--- src/rtl/bnr_pkg.sv ---
// Shared types and constants for the batch-norm/ReLU channel block.
`default_nettype none
package bnr_pkg;

    localparam int MAX_SPATIAL  = 64;
    localparam int SPATIAL_W    = $clog2(MAX_SPATIAL);
    localparam int FILL_W       = SPATIAL_W + 1;
    localparam int MAX_CHANNELS = 256;
    localparam int CH_W         = $clog2(MAX_CHANNELS);
    localparam int QUEUE_DEPTH  = 4;
    localparam int QPTR_W       = $clog2(QUEUE_DEPTH);
    localparam int DIV_NUM_W    = 40;
    localparam int DIV_DEN_W    = 25;
    localparam int SQRT_W       = 50;
    localparam int SQRT_STEPS   = 25;
    localparam int CFG_IDX_W    = 2;

    localparam logic [31:0] VAR_ONE      = 32'h0001_0000;
    localparam logic [15:0] MOMENTUM_RST = 16'd6554;
    localparam logic [15:0] EPSILON_RST  = 16'd1;

    localparam logic [CFG_IDX_W-1:0] CFG_TRAINING = 2'd0;
    localparam logic [CFG_IDX_W-1:0] CFG_RELU     = 2'd1;
    localparam logic [CFG_IDX_W-1:0] CFG_MOMENTUM = 2'd2;
    localparam logic [CFG_IDX_W-1:0] CFG_EPSILON  = 2'd3;

    typedef enum logic {
        KIND_SAMPLE = 1'b0,
        KIND_LOAD   = 1'b1
    } t_kind;

    typedef struct packed {
        t_kind              kind;
        logic [CH_W-1:0]    channel;
        logic signed [15:0] sample;
        logic               last;
        logic signed [15:0] scale;
        logic signed [15:0] shift;
        logic signed [15:0] load_mean;
        logic [31:0]        load_var;
    } t_cmd;

    typedef struct packed {
        logic        training_mode;
        logic        relu_enable;
        logic [15:0] momentum;
        logic [15:0] epsilon;
    } t_cfg;

    typedef enum logic [4:0] {
        ST_IDLE, ST_STAT, ST_MDIV, ST_VRD, ST_VSQ, ST_VACC, ST_VSTART, ST_VDIV,
        ST_UPD1, ST_UPD2, ST_SQI, ST_SQ, ST_INV, ST_IDIV, ST_ORD, ST_OM1,
        ST_OM2, ST_OFIN
    } t_back_state;

endpackage
`default_nettype wire

--- src/rtl/bnr_front.sv ---
// Front end: take input items, classify them and hand commands to the queue.
`default_nettype none
module bnr_front (
    input  wire logic                        i_clk,
    input  wire logic                        i_rst_n,
    input  wire logic                        i_valid,
    output logic                             o_stall,
    input  wire logic                        i_req_type,
    input  wire logic [bnr_pkg::CH_W-1:0]    i_channel,
    input  wire logic signed [15:0]          i_sample_value,
    input  wire logic                        i_last_in_channel,
    input  wire logic signed [15:0]          i_scale,
    input  wire logic signed [15:0]          i_shift,
    input  wire logic signed [15:0]          i_load_mean,
    input  wire logic [31:0]                 i_load_variance,
    output logic                             o_push,
    output bnr_pkg::t_cmd                    o_cmd,
    input  wire logic                        i_full
);
    import bnr_pkg::*;

    logic r_full;
    t_cmd r_cmd;
    t_cmd n_cmd;
    logic accept;

    assign o_stall = r_full && i_full;
    assign accept  = i_valid && !o_stall;
    assign o_push  = r_full && !i_full;
    assign o_cmd   = r_cmd;

    always_comb begin
        n_cmd.kind      = i_req_type ? KIND_LOAD : KIND_SAMPLE;
        n_cmd.channel   = i_channel;
        n_cmd.sample    = i_sample_value;
        // a load never ends a plane
        n_cmd.last      = i_last_in_channel && !i_req_type;
        n_cmd.scale     = i_scale;
        n_cmd.shift     = i_shift;
        n_cmd.load_mean = i_load_mean;
        n_cmd.load_var  = i_load_variance;
    end

    always_ff @(posedge i_clk) begin
        if (!i_rst_n) begin
            r_full <= 1'b0;
        end else if (accept) begin
            r_full <= 1'b1;
        end else if (o_push) begin
            r_full <= 1'b0;
        end
    end

    always_ff @(posedge i_clk) begin
        if (accept) begin
            r_cmd <= n_cmd;
        end
    end

endmodule
`default_nettype wire

--- config.mk ---
export PLATFORM = sky130hd
export DESIGN_NAME = bnr_front
export DESIGN_NICKNAME = d
export VERILOG_FILES = /design/src/rtl/bnr_pkg.sv /design/src/rtl/bnr_front.sv
export SDC_FILE = /design/constraint.sdc
export NUM_CORES = 1
export LEC_CHECK = 0
export BUFFER_PORTS_ARGS = -buffer_cell sky130_fd_sc_hd__buf_2
export CELL_PAD_IN_SITES_DETAIL_PLACEMENT = 0
export CELL_PAD_IN_SITES_GLOBAL_PLACEMENT = 1
export CORE_ASPECT_RATIO = 0.75
export CORE_MARGIN = 2
export CORE_UTILIZATION = 29
export DETAILED_ROUTE_END_ITERATION = 12
export PLACE_DENSITY_LB_ADDON = 0.1
export SYNTH_ARGS = -nofsm -noshare
export SYNTH_HDL_FRONTEND = slang
export SYNTH_SLANG_ARGS = --single-unit
--- constraint.sdc ---
create_clock -name i_clk -period 5.7 [get_ports i_clk]
set_input_delay 0.285 -clock i_clk [delete_from_list [all_inputs] [get_ports i_clk]]
set_output_delay 0.285 -clock i_clk [all_outputs]
set_load 0.01 [all_outputs]
; ---- After elaboration in Yosys (flattened, before gate mapping)
; Index checks and enable logic that the tools add are counted.
[totals]
ff_bits = 107
input_bits = 110
[op_classes]
reduce_logical = 8
muxes = 3
[ops]
columns = op, count
row1 = $logic_and A1 B1 Y1, 4
row2 = $logic_not A1 Y1, 3
row3 = $mux W1, 3
row4 = $reduce_bool A2 Y1, 1

; ---- Longest topological paths before layout
[logic_depth]
word_depth = 4
ltp_mapped = 2
ltp_nobuf = 2

; ---- Least setup slack after synthesis
; OpenSTA, ideal clock, no wires.
[synth_timing]
kind = input -> register
from = input i_full
to = register r_cmd, in the netlist o_cmd[0] (enable)
t_arrival_ns = 5.141
n_path_buf = 0
stages = 2
slack_ns = -0.025
setup_ns = 0.584
cell_sequence = and2_4 -> nor2b_1
[synth_via]
elab_chain_len = 3
[synth_rtl]
columns = element, line
row1 = start: declaration, bnr_front.sv:18  ; input wire logic i_full
row2 = $logic_and A1 B1 Y1, bnr_front.sv:27  ; assign o_stall = r_full && i_full;
row3 = $logic_not A1 Y1, bnr_front.sv:28  ; assign accept = i_valid && !o_stall;
row4 = $logic_and A1 B1 Y1, bnr_front.sv:28
row5 = net accept, bnr_front.sv:25  ; logic accept;
row6 = end signal: assignment, bnr_front.sv:56  ; r_cmd <= n_cmd;
row7 = end: declaration, bnr_front.sv:23  ; t_cmd r_cmd;
; The timed path passes the listed nets, and every way through them passes these cells.
; A chain may end at the register's enable or synchronous reset.

; ---- Final worst setup path
[layout_timing]
from = register r_full
to = register r_cmd, in the netlist o_cmd[86] (enable)
[layout_via]
elab_chain_len = 3
[layout_rtl]
columns = element, line
row1 = start: declaration, bnr_front.sv:22  ; logic r_full;
row2 = start signal: assignment, bnr_front.sv:46  ; r_full <= 1'b0;
row3 = start signal: assignment, bnr_front.sv:48  ; r_full <= 1'b1;
row4 = start signal: assignment, bnr_front.sv:50  ; r_full <= 1'b0;
row5 = $logic_and A1 B1 Y1, bnr_front.sv:27
row6 = $logic_not A1 Y1, bnr_front.sv:28
row7 = $logic_and A1 B1 Y1, bnr_front.sv:28
row8 = net accept, bnr_front.sv:25
; The timed path passes the listed nets, and every way through them passes these cells.

==> results.cfg <==
[sta]
timing.fmax_mhz = 463.8
setup_viol_count_final = 0
grt_setup_unrepaired = false
setup_tns_ns = 0
final_min_period_over_clock_period_pct = 37.83
drv_slew = 0
final.setup.worst_slack_ns = 3.544
tightest_slew_ns = 0.6777
finalClockSkew_ns = 0.006452
relSlewSlack_pct = 54.82
hold_violations = 0
min_period_ns = 2.156

[critical_path]
crit_path_frequent_cell = buf_4
critPathSlowestCell = buf_4
path_class = flip-flop to flip-flop
startpoint_type = flip-flop
cp.arrival_ns = 2.12
crit_required_ns = 5.67
crit_path_max_incr_delay_ns = 0.66
crit_path_start = r_full
path_delay_family = buffers and inverters
endpoint_kind = flip-flop
rr_startpoint = r_full
path_buf_inv = 2
path_max_fanout = 55
crit_chain = and2_4 -> nor2b_4 -> buf_4 -> buf_4

[clocking]
clk_latency_ns = 0.33
cts-root-buf = clkbuf_16
cts_max_level = 3
cts_setup_buffers = 0
cts_sinks = 107
clk_pin_slew_ns = 0.06
cts_made_buffers = 9
post_cts_resize_count = 0
cts_tree = yes
cts_buffer_depth = 2
postCtsHoldBufs = 0

[drt]
drtIter0Drc = 87
remaining_drc_errors = 0
drt_wl_total_um = 7213
via_count = 1941
final_antenna_net_count = 0
wire_per_inst_um = 14.84
drtPass1Iterations = 5
vias_per_cell = 3.994

[run_status]
status = completed

[power_and_ir_drop]
swShare_pct = 19.66
clock_power_share_pct = 35.3
p_sw_uw = 321.0
p_seq_share_pct = 57.0
power_density_mw_per_mm2 = 340.2
p_comb_share_pct = 7.7
leakage_nw = 2.058
ir_drop_mv = 0.1570
power.internal_mw = 1.311

[worst_hold_path]
min-delay-start = i_load_variance[0]
min_path_type = input pin to flip-flop

[place]
portBuffers = 217
place_area_mm2 = 0.004523
pre_cts_slack_ns = 3.383
place_congestion = 0.6523
detailed_place_hpwl_um = 5442

[floorplanning]
die_w_um = 126.0
rows = 33
ioPinCount = 218
dieArea_mm2 = 0.01204
die_h_um = 95.53
core_mm2 = 0.01090
initial_utilization_pct = 29.72

[layout]
final_common_cell = buf_2
multi_input_area_um2 = 43.79
final_area_mm2 = 0.004798
regArea_mm2 = 0.003203
layout-drive-gt1-share_pct = 67.05
utilization_pct = 44.02
nNetsFinal = 452
mostFrequentLayoutCells = 217 x buf_2, 106 x edfxtp_1, 9 x clkbuf_16
fill_cells = 1053
diodes = 0
area_growth_pct = 48.13

[synth]
ys_warn_count = 0
synth_seq_area_share_pct = 98.88
syn-num-nets = 222
syn_inst = 112
synth.distinct_cells = 6
syn_avg_cell_area_um2 = 28.92
ys_ff_latch = 107
syn_area_mm2 = 0.003239

[run]
maxCapViolations = 0

[grt]
grt_pass1_vias = 1939
grt_max_degree = 56
grt_first_pass_wirelength_um = 10140
globalRouteOverflowTotal = 0
antenna_found_initial = 0
track_usage_pct = 11.53
## through the flow
step                hold WS (ns)  total power, mW  instances
detailed placement        0.4631            1.076        471
floorplan                 0.3839           0.9926        112
CTS                       0.1016            1.663        486
global route             0.09732            1.701        486
finish                    0.1230            1.632        486
global placement          0.4611            1.075        471
## path summary, 6_finish.rpt
path                    end  slack [ns]  cells after the start
setup / recovery  o_cmd[86]        3.54                      4
hold / removal     o_cmd[0]        0.12                      1
setup reg to reg  o_cmd[86]        3.54                      4
hold reg to reg      r_full        0.61                      2
## kinds of logic (layout without fill, tap and decap cells)
family,count (synthesis),after routing,synth area share [%]
and+or+nand+nor,4,4,0.8884
DFF,107,107,98.88
buffers and inverters,0,234,0
AOI/OAI and AO/OA,1,1,0.2318
## Yosys cell counts
cell type | n | area share (%)
nor2b_1 | 2 | 0.39
and2b_1 | 1 | 0.23
dfxtp_1 | 1 | 0.62
edfxtp_1 | 106 | 98
o21a_1 | 1 | 0.23
and2_4 | 1 | 0.27
## area by class of cell
cell class / count / share of cell area, %
sequential: 107 / 66.75
timing repair buffer: 219 / 22.95
clock buffer: 11 / 4.850
tap: 140 / 3.651
multi-input combinational: 5 / 0.9126
clock inverter: 4 / 0.8866
## power by group through the flow
stage                     registers [mW]  clock network [mW]  logic, mW
after detailed placement           0.947                   0      0.129
after CTS                          0.931               0.604      0.129
after floorplan                    0.977                   0     0.0156
after global placement             0.947                   0      0.128
after global routing               0.935               0.628      0.138
final                              0.930               0.577      0.126
## sequential cells by signal, indices dropped and copies added (netlist names)
register  cells
r_full        1
o_cmd       106
## routing by layer
metal / GRT usage [%] / up-vias / share of wire (%) / routed length [µm]
met5: 0 / - / 0 / 0
met4: 4.670 / 0 / 1.1 / 76
met3: 8.361 / 6 / 15 / 1117
met2: 16.94 / 137 / 46 / 3339
met1: 12.93 / 888 / 37 / 2679
li1: - / 910 / - / -
No activity file was read; power rests on OpenSTA's default activity.
