--- src/rtl/bnr_pkg.sv ---
// Shared types and constants for the batch-norm/ReLU channel block.
`default_nettype none
package bnr_pkg;

    localparam int MAX_SPATIAL  = 64;
    localparam int SPATIAL_W    = $clog2(MAX_SPATIAL);
    localparam int FILL_W       = SPATIAL_W + 1;
    localparam int MAX_CHANNELS = 256;
    localparam int CH_W         = $clog2(MAX_CHANNELS);
    localparam int QUEUE_DEPTH  = 4;
    localparam int QPTR_W       = $clog2(QUEUE_DEPTH);
    localparam int DIV_NUM_W    = 40;
    localparam int DIV_DEN_W    = 25;
    localparam int SQRT_W       = 50;
    localparam int SQRT_STEPS   = 25;
    localparam int CFG_IDX_W    = 2;

    localparam logic [31:0] VAR_ONE      = 32'h0001_0000;
    localparam logic [15:0] MOMENTUM_RST = 16'd6554;
    localparam logic [15:0] EPSILON_RST  = 16'd1;

    localparam logic [CFG_IDX_W-1:0] CFG_TRAINING = 2'd0;
    localparam logic [CFG_IDX_W-1:0] CFG_RELU     = 2'd1;
    localparam logic [CFG_IDX_W-1:0] CFG_MOMENTUM = 2'd2;
    localparam logic [CFG_IDX_W-1:0] CFG_EPSILON  = 2'd3;

    typedef enum logic {
        KIND_SAMPLE = 1'b0,
        KIND_LOAD   = 1'b1
    } t_kind;

    typedef struct packed {
        t_kind              kind;
        logic [CH_W-1:0]    channel;
        logic signed [15:0] sample;
        logic               last;
        logic signed [15:0] scale;
        logic signed [15:0] shift;
        logic signed [15:0] load_mean;
        logic [31:0]        load_var;
    } t_cmd;

    typedef struct packed {
        logic        training_mode;
        logic        relu_enable;
        logic [15:0] momentum;
        logic [15:0] epsilon;
    } t_cfg;

    typedef enum logic [4:0] {
        ST_IDLE, ST_STAT, ST_MDIV, ST_VRD, ST_VSQ, ST_VACC, ST_VSTART, ST_VDIV,
        ST_UPD1, ST_UPD2, ST_SQI, ST_SQ, ST_INV, ST_IDIV, ST_ORD, ST_OM1,
        ST_OM2, ST_OFIN
    } t_back_state;

endpackage
`default_nettype wire

--- src/rtl/bnr_queue.sv ---
// Short command queue between front end and back end.
`default_nettype none
module bnr_queue (
    input  wire logic          i_clk,
    input  wire logic          i_rst_n,
    input  wire logic          i_push,
    input  wire bnr_pkg::t_cmd i_data,
    output logic               o_full,
    input  wire logic          i_pop,
    output bnr_pkg::t_cmd      o_data,
    output logic               o_empty
);
    import bnr_pkg::*;

    t_cmd              r_mem [QUEUE_DEPTH];
    logic [QPTR_W-1:0] r_wr;
    logic [QPTR_W-1:0] r_rd;
    logic [QPTR_W:0]   r_count;

    assign o_full  = (r_count == (QPTR_W+1)'(QUEUE_DEPTH));
    assign o_empty = (r_count == '0);
    assign o_data  = r_mem[r_rd];

    always_ff @(posedge i_clk) begin
        if (!i_rst_n) begin
            r_wr    <= '0;
            r_rd    <= '0;
            r_count <= '0;
        end else begin
            if (i_push) begin
                r_wr <= r_wr + 1'b1;
            end
            if (i_pop) begin
                r_rd <= r_rd + 1'b1;
            end
            if (i_push && !i_pop) begin
                r_count <= r_count + 1'b1;
            end else if (i_pop && !i_push) begin
                r_count <= r_count - 1'b1;
            end
        end
    end

    always_ff @(posedge i_clk) begin
        if (i_push) begin
            r_mem[r_wr] <= i_data;
        end
    end

    assert property (@(posedge i_clk) disable iff (!i_rst_n) i_push |-> !o_full)
        else $error("push into full queue");
    assert property (@(posedge i_clk) disable iff (!i_rst_n) i_pop |-> !o_empty)
        else $error("pop from empty queue");
    assert property (@(posedge i_clk) disable iff (!i_rst_n)
        r_count <= (QPTR_W+1)'(QUEUE_DEPTH))
        else $error("queue count overflow");

endmodule
`default_nettype wire

--- config.mk ---
export PLATFORM = sky130hd
export DESIGN_NAME = bnr_queue
export DESIGN_NICKNAME = d
export VERILOG_FILES = /design/src/rtl/bnr_pkg.sv /design/src/rtl/bnr_queue.sv
export SDC_FILE = /design/constraint.sdc
export NUM_CORES = 1
export LEC_CHECK = 0
export ABC_CLOCK_PERIOD_IN_PS = 4100
export BUFFER_PORTS_ARGS = -buffer_cell sky130_fd_sc_hd__buf_2
export CORE_ASPECT_RATIO = 1.4
export CORE_MARGIN = 3
export CORE_UTILIZATION = 40
export CTS_BUF_LIST = sky130_fd_sc_hd__clkbuf_8 sky130_fd_sc_hd__clkbuf_16
export CTS_CLUSTER_DIAMETER = 30
export CTS_CLUSTER_SIZE = 24
export DETAILED_ROUTE_END_ITERATION = 8
export PLACE_DENSITY_LB_ADDON = 0.12
export SYNTH_ARGS = -nofsm -noshare
export SYNTH_HDL_FRONTEND = slang
export SYNTH_SLANG_ARGS = --single-unit
--- constraint.sdc ---
create_clock -name i_clk -period 4.1 [get_ports i_clk]
set_input_delay 0.41 -clock i_clk [delete_from_list [all_inputs] [get_ports i_clk]]
set_output_delay 0.41 -clock i_clk [all_outputs]
set_load 0.01 [all_outputs]
; ---- Yosys cells after proc, flatten, opt, wreduce, memory -nomap -nowiden
; Memory sizes are Yosys's and may differ from the RTL's. A register that Yosys moved wholly into a read port is not among the register bits.
; Cells that the tools add are included.
[op_classes]
eq_ne = 1
muxes = 6
add_sub_neg = 4
reduce_logical = 6
[op_table]
columns = op, n
row1 = $mux 3, 2
row2 = $add 2x1->2 const B, 2
row3 = $mux 2, 2
row4 = $add 3x1->3 const B, 1
row5 = $eq 3x3->1 const B, 1
row6 = $logic_not 3->1, 1
row7 = $sub 3x1->3 const B, 1
row8 = $logic_and 1x1->1, 2
row9 = $logic_not 1->1, 2
row10 = $mux 1, 2
row11 = $reduce_bool 2->1, 1
[totals]
out_inout_bits = 108
mem_bits_rw = 424
mem_count = 1
register_bits = 7
[memory_table]
columns = name, depth, width, rd, rd_clocked_by_memory_dff, write_ports, line
row1 = r_mem, 4, 106, 1, 1, 1, bnr_queue.sv:15  ; t_cmd r_mem [QUEUE_DEPTH];

; ---- Logic depth before layout (Yosys ltp)
; Gate-level depths: netlist (run 1).
[depth]
ltp_word = 4
ltp_mapped = 7

; ---- Worst setup path before layout (run 1)
; OpenSTA, ideal clock, no wires.
[synth_path]
path_kind = reg2reg
from = register r_wr[0]
to = memory r_mem[0][0] in the netlist's numbering (enable)
synth_period_minus_slack_ns = 3.463
stages_incl_launch_ff = 4
setup_slack_ns = 0.637
setup_ns = 0.477
arrival_ns = 2.986
path_buffers = 0
cell_sequence = dfxtp_1 -> inv_1 -> ha_1 -> and2_1
[synth_lines]
columns = element, line
row1 = "start, declared", bnr_queue.sv:16  ; logic [QPTR_W-1:0] r_wr;
row2 = "start signal, assigned", bnr_queue.sv:31  ; r_wr <= r_wr + 1'b1;
row3 = "end, declared", bnr_queue.sv:15
; Straight into the memory's write port.

==> results.txt, run 1 <==
The non-filler instance count after layout came out at 1,459. After detailed routing, the average wire length per cell comes to 21.7 um. The synthesized net count came out at 713.

Summed over all failing endpoints, the final setup total negative slack is 0 ns. The final global-route overflow total came out at 0. In this run the worst path has a maximum fanout of 66. The synthesis-stage register bit count came out at 433. The cell class contributing the biggest share of worst-path delay is buffers and inverters. The critical path contains buffers and inverters numbering 2 combined. The power density over the cells is 571 nW/um^2. The height of the chip came out at 241 um.

In this run the most critical hold path is launched from i_data[61]. The pin count of the biggest net entering global routing is 67. The critical path depth is 3.

The worst-case IR drop observed on VDD is 0.000493 V. The per-cell via count in the routed design came out at 4.97. Among all flip-flop cells after synthesis, the most frequent one is edfxtp_1. The count of final setup violators is 0. The number of antenna violations at the first check in global routing was 9. The H-tree was split into 2 levels. The number of setup buffers added after CTS is 0. The mapped netlist covers 15,700 sq um.

The number of antenna-violating nets in the routed design came out at 0. The worst register-to-register path begins at r_wr[0]. The share of flip-flops with an asynchronous set or reset is 0%. The fraction of post-synthesis cell area in the top cell type by area came out at 80.9%.

The number of synthesized flops with an enable pin came out at about 420. The minimum clock period came out at 2.94 ns. The final net count is approximately 1,000. The number of rows created at floorplan is 85. The number of failing hold endpoints at the final stage came out at 0. For this block, the initial DRC count from the detailed router was between 400 and 500. The category of the worst setup path launch point is a register.

The core area is slightly below 40,000 sq um. For this configuration, the core starts out at a cell density of between 40% and 50%. The count of cells along the worst register-to-register path is 4. The actual transition at the worst max-transition pin is 0.950 ns.

The number of cells after detailed placement is 1,319. The tree is rooted in a clkbuf_16. Setup repair after global routing left no endpoint under its margin. The count of distinct cell types in the synthesized netlist came out at 21. At the end of the flow the core is filled with cells to 51.1%.

Global routing used 15.2% of the available tracks. The first global-routing pass estimated approximately 48,000 um of wire. The total via count in the routed design is 7,245. The synthesized area per cell is 26.4 sq um.

The detailed-placement wirelength estimate came out at between 15,000 and 20,000 um. The most common cell after layout, fill and taps aside is edfxtp_1. STA classifies the critical path endpoint as an output port. The critical path goes through buf_12, mux4_2, buf_2. The die area came out at 41,800 sq um. The clock transition at the register clock pins on the worst setup and hold paths after CTS is about 0.060 ns.

Measured along the x axis, the die boundary spans 174 um. The DRC violation count after routing is 0. The run finished with clean final reports. The clock insertion delay at the later pin of the skew report came out at 0.60 ns. The data required time of the worst path is 3.69 ns. The worst slew margin relative to its limit came out at 36.7%. The maximum buffer depth of the clock tree came out at 3.

The area added between synthesis and finish came out at 25.5%. The port buffer count came out at approximately 220. Derived from the worst setup path, the maximum achievable clock frequency is 341 MHz. The number of optimization iterations in the first detailed-route pass is 4.

On the worst path, the slowest cell contributes a delay of 0.63 ns. The via count of the first global-routing pass came out at 8,181. In this run, CTS created clock tree buffers numbering 61. The tree built by TritonCTS fans out to ~430 sinks. The total area of multi-input combinational cells came out at 2650 sq um. The max-slew violation total from the final report came out at 0.

The leakage power summed over all cells is 6.69 nW. The cell taking the most area after synthesis is edfxtp_1. After technology mapping, the gate count stands at approximately 600. The class of the tightest hold or removal check is input pin to register. The number of synthesis warnings is 0. The detailed-route wire length is 31,600 um. The final weighted congestion of routability-driven global placement came out at 0.695. The layout has 3,094 filler cells.

The flip-flop and latch area is 12,900 sq um. For this run, the register share of the synthesized area comes to between 80% and 90%. The critical path in this run is classified as register to output port. about 220 I/O pins were placed.

By area the synthesized netlist is led by edfxtp_1, mux4_2, dfxtp_1. The slowest stage of the critical path is the mux4_2 cell. TritonCTS built the clock tree. The final clock skew is around 0.022 ns. The max-capacitance violation count is 0. The top cell types in the final layout, fill and taps aside, are edfxtp_1, buf_2, mux4_2.

The share of layout cells above drive strength 1 is 47.1%. Along the worst hold path, the cell count comes to 1. The data arrival time of the worst path is roughly 2.5 ns. The final critical-path share of the clock period came out at a little under three quarters.
report_power, final:
| group | switching [mW] | internal (mW) |
|---|---|---|
| clock | 1.95 | 3.23 |
| combinational | 0.491 | 0.430 |
| sequential | 0.0780 | 5.09 |
path summary, 6_finish.rpt:
check | slack, ns | to
worst max register to register | 1.95 | r_mem[2][20]
worst min-delay path | 0.04 | r_mem[1][61]
worst max-delay path | 1.16 | o_data[11]
worst min register to register | 0.54 | r_count[2]
per-stage QoR:
step	setup WS, ns	hold slack [ns]	total power, mW	area, sq um
finish	1.16	0.0363	11.3	19700
detailed placement	1.69	0.533	6.20	17400
floorplan	0.637	0.472	5.79	15700
CTS	1.06	0.00138	11.4	19700
global route	0.974	0.0129	11.7	19700
global placement	1.70	0.483	6.16	17400
layer usage:
metal	GRT usage [%]	routed length, um	up-vias
met5	0	57	-
met4	6.46	1040	8
met3	4.56	2090	85
met2	26.8	16800	211
met1	17.3	11700	3762
li1	-	-	3179
cell families after synthesis:
logic type               count (synthesis)  synth area share, %
AO/OA/AOI/OAI                            2               0.0795
XOR/XNOR                                 5                0.278
adder cells (fa/ha/maj)                  6                0.525
buffers and inverters                   28                 1.17
flip-flops                             433                 82.1
multiplexers                           108                 15.3
AND/OR/NAND/NOR                         15                0.580
state kept, by name, indices dropped and copies added, names as in the netlist, named ones only:
register,flops
r_rd,2
r_count,3
r_mem,424
r_wr,2
cells in the mapped netlist (all sizes together), types with 2 or more instances:
cell / n
buf: 18
nor2b: 2
inv: 4
and2: 9
dfxtp: 9
ha: 5
mux4: 106
clkbuf: 6
xnor2: 2
xor2: 3
edfxtp: 424
mux2i: 2
timing repair:
item	4_1_cts	5_1_grt
endpoints found under the hold margin	63	0
hold buffers	18	0
resized for setup	0	0
final cells by class:
cell class                 count  share of cell area, %
clock buffer                  62                   7.86
sequential                   433                   65.4
clock inverter                53                   2.76
inverter                       4                 0.0760
tap                          522                   3.31
multi-input combinational    136                   13.4
antenna                        7                 0.0887
timing repair buffer         242                   7.06
Note: power is estimated with default switching activity, not from simulation.
==> run 2, diff against run 1 <==
--- a/config.mk
+++ b/config.mk
@@ -5,7 +5,7 @@
 export SDC_FILE = /design/constraint.sdc
 export NUM_CORES = 1
 export LEC_CHECK = 0
-export ABC_CLOCK_PERIOD_IN_PS = 4100
+export ABC_CLOCK_PERIOD_IN_PS = 2700
 export BUFFER_PORTS_ARGS = -buffer_cell sky130_fd_sc_hd__buf_2
 export CORE_ASPECT_RATIO = 1.4
 export CORE_MARGIN = 3
==> constraint.sdc (replaced) <==
create_clock -name i_clk -period 2.7 [get_ports i_clk]
set_input_delay 0.27 -clock i_clk [delete_from_list [all_inputs] [get_ports i_clk]]
set_output_delay 0.27 -clock i_clk [all_outputs]
set_load 0.01 [all_outputs]
==> run 2 against run 1 <==
Effect of this change:
- clock skew is 0.0095 ns lower
- clock power is 72% higher
- combinational power is 70% higher
- sequential share of layout area is 4.1 points lower
- utilization is 3.4 points higher
- register-to-register slack worse by 1.1 ns
- clock-buffer cell count is 13 higher
- sequential power is 51% higher
- setup slack worse by 0.91 ns
- design area is 6.7% higher
- power is 62% higher
- via count is 6.4% higher
- largest cell class unchanged
- largest power group unchanged
==> results.txt, run 2 (synthesized netlist as in run 1, its figures left out) <==
The worst hold path belongs to the class input pin to register. The power density over the cells came to 869 nW/um^2 (+52%). The x dimension of the die came to 174 um (unchanged).

The detailed-route wire length is 32,600 um (+3.1%). The largest registers in the layout are r_mem: 424 flops, r_count: 3 flops. The number of primary I/O pins is 218 (unchanged). The power share of the sequential group came out at 42.7% (-3.1 points). The number of flip-flops in the largest register came out at 424 (unchanged). The internal power contribution came to 14.2 mW (+62%). The combinational group share of total power is 8.6% (+0.4 points). The switching power total came out at 4.12 mW (+63%).

TritonCTS built the clock tree. The CTS H-tree depth came to 3 (+1). The routed length on met2 came to 17,400 um (+3.3%).

The met1 wire length came out at 12,900 um (+11%). By startpoint and endpoint, the worst setup path is classified as register to output port. The share of layout cells above drive strength 1 is 44.7% (-2.4 points). Setup repair after global routing left no endpoint under its margin.

Static timing analysis puts the maximum clock frequency at 409 MHz. STA classifies the critical path endpoint as an output port. The die area came out at 41,800 sq um (unchanged). The final clock skew came out at 0.0128 ns (-0.00953 ns). The sum of negative setup slack came out at 0 ns (unchanged).

After detailed routing, no signal wire sits above met5. The maximum vdd ir drop came to 0.000512 V (+3.9%). The leakage power summed over all cells came out at 7.29 nW (+8.9%). STA classifies the critical path startpoint as a register.

The detailed-placement wirelength estimate is 18,700 um (+0.53%). The height of the chip is 241 um (unchanged). The number of failing hold endpoints at the final stage is 0 (unchanged). The number of optimization iterations in the first detailed-route pass is 5 (+1). The number of rows created at floorplan is 85 (unchanged). The clock network fraction of total power is 48.8% (+2.8 points).

The final routed wire length divided by cell count is 20.8 um (-4.1%). More flip-flops sit in one register than any other, and that register is r_mem. The pin count of the biggest net entering global routing is 63 (-6.0%).

Clock tree synthesis selected as its root buffer the cell clkbuf_16. The clock transition at the register clock pins on the worst setup and hold paths after CTS is 0.05 ns (about the same). The critical-path maximum fanout came out at 62 (-6.1%). The DRC violation count after routing came out at 0 (unchanged).

The run finished with clean final reports. The port buffer count is 217 (unchanged). The max-slew violation total from the final report is 0 (unchanged). The area added between synthesis and finish came out at 33.9%. The number of antenna violations at the first check in global routing came out at 3 (-6). The data required time of the worst path came out at 2.43 ns (-1.26 ns). The maximum buffer depth of the clock tree came out at 3 (unchanged).

The final net count is 1,101 (+11%). The clock insertion delay at the later pin of the skew report is 0.57 ns (-0.03 ns). The final global-route overflow total came to 0 (unchanged). The max-capacitance violation count came out at 0 (unchanged).

The final weighted congestion of routability-driven global placement came out at 0.693 (-0.27%). The DRC marker count from the first detailed-route iteration came out at 364 (-15%). The switching power as a share of total power came to 22.5% (+0.13 points). The global routing usage summed across all routing layers came out at 15.7% (+0.57 points). In the finished design, the share of the clock period the worst path needs comes to 90.6%. The effective utilization at floorplan is 40.8% (unchanged). The wire length of the first global-routing pass came to 50,300 um (+4.2%). The final standard cell utilization of the core came out at 54.6% (+3.4 points). The actual transition at the worst max-transition pin came out at 0.541 ns (-0.410 ns). The most common cell after layout, fill and taps aside is edfxtp_1. The per-cell via count in the routed design was 4.92 (-0.97%).

The total length of routed met3 wires is 1650 um (-21%). The via count of the first global-routing pass is 8,842 (+8.1%). The worst slew margin relative to its limit came out at 64.0% (+27 points). The count of final setup violators is 0 (unchanged).

The number of setup buffers added after CTS was 0 (unchanged). The core area came out at 38,600 sq um (unchanged). Leaving out fill and tap cells, the most frequent cells in the layout are edfxtp_1, buf_2, dlygate4sd3_1.

The total via count in the routed design is 7,711 (+6.4%). The smallest clock period supported by the final layout is computed as roughly 2.4 ns. The number of antenna-violating nets in the routed design came out at 0 (unchanged). The CTS sink count came out at 433 (unchanged). The TritonCTS buffer count is 70 (+15%). The data arrival time of the worst path is 2.18 ns (-0.35 ns).
run 2: cell types whose count changed in the layout (fill, tap and decap cells not counted), sizes merged:
cell / previous run / this run
bufinv: 7 / 6
buf: 224 / 233
clkinv: 20 / 21
inv: 21 / 26
diode: 7 / 3
dlygate4sd3: 18 / 107
clkinvlp: 9 / 6
clkbuf: 62 / 75
run 2: path summary, 6_finish.rpt:
check | to | depth (start not counted) | slack (ns) | startpoint
worst min-delay path | register | 3 | 0.07 | i_pop
worst max-delay path | o_data[91] | 3 | 0.25 | register
worst min register to register | r_count[2] | 2 | 0.53 | r_count[2]
worst max register to register | r_mem[1][67] | 4 | 0.89 | r_wr[1]
run 2: metal layers:
layer	up-vias	global-route usage (%)
met5	-	0
met4	2	5.80
met3	60	4.30
met2	198	27.6
met1	4068	18.8
li1	3383	-
run 2: metrics by stage:
| stage | cell area (sq um) | cells | setup WS, ns | hold slack, ns | total power, mW |
|---|---|---|---|---|---|
| 2_1_floorplan | 15700 | 597 | 0.411 | 0.369 | 8.77 |
| 3_3_place_gp | 17600 | 1328 | 0.766 | 0.478 | 9.37 |
| 5_1_grt | 21100 | 1566 | 0.111 | 0.0748 | 19.0 |
| 6_report | 21100 | 1568 | 0.255 | 0.0680 | 18.3 |
| 4_1_cts | 21100 | 1565 | 0.130 | 0.0358 | 18.6 |
| 3_5_place_dp | 17600 | 1328 | 0.753 | 0.488 | 9.43 |
run 2: repair_timing:
action                                 CTS  global route
gates resized for setup                  0             0
endpoints found under the hold margin  428             0
hold buffers                           107             0
run 2: cell type report:
class | count | area [sq um]
Antenna cell | 3 | 7.51
Clock buffer | 75 | 1870
Clock inverter | 55 | 552
Fill cell | 3046 | 17500
Inverter | 4 | 15.0
Multi-Input combinational cell | 136 | 2650
Sequential cell | 433 | 12900
Tap cell | 522 | 653
Timing Repair Buffer | 340 | 2400
run 2: power by group through the flow:
stage               clock network (mW)  registers [mW]  logic [mW]
global placement                     0            7.93        1.45
floorplan                            0            7.92       0.850
detailed placement                   0            7.95        1.48
CTS                               9.13            7.82        1.62
finish                            8.92            7.81        1.57
global route                      9.46            7.83        1.70
run 2: critical path, stage by stage (launching register included):
cell and delay (ns):
dfxtp_4 0.37, buf_12 0.43, mux4_2 0.61, buf_2 0.16
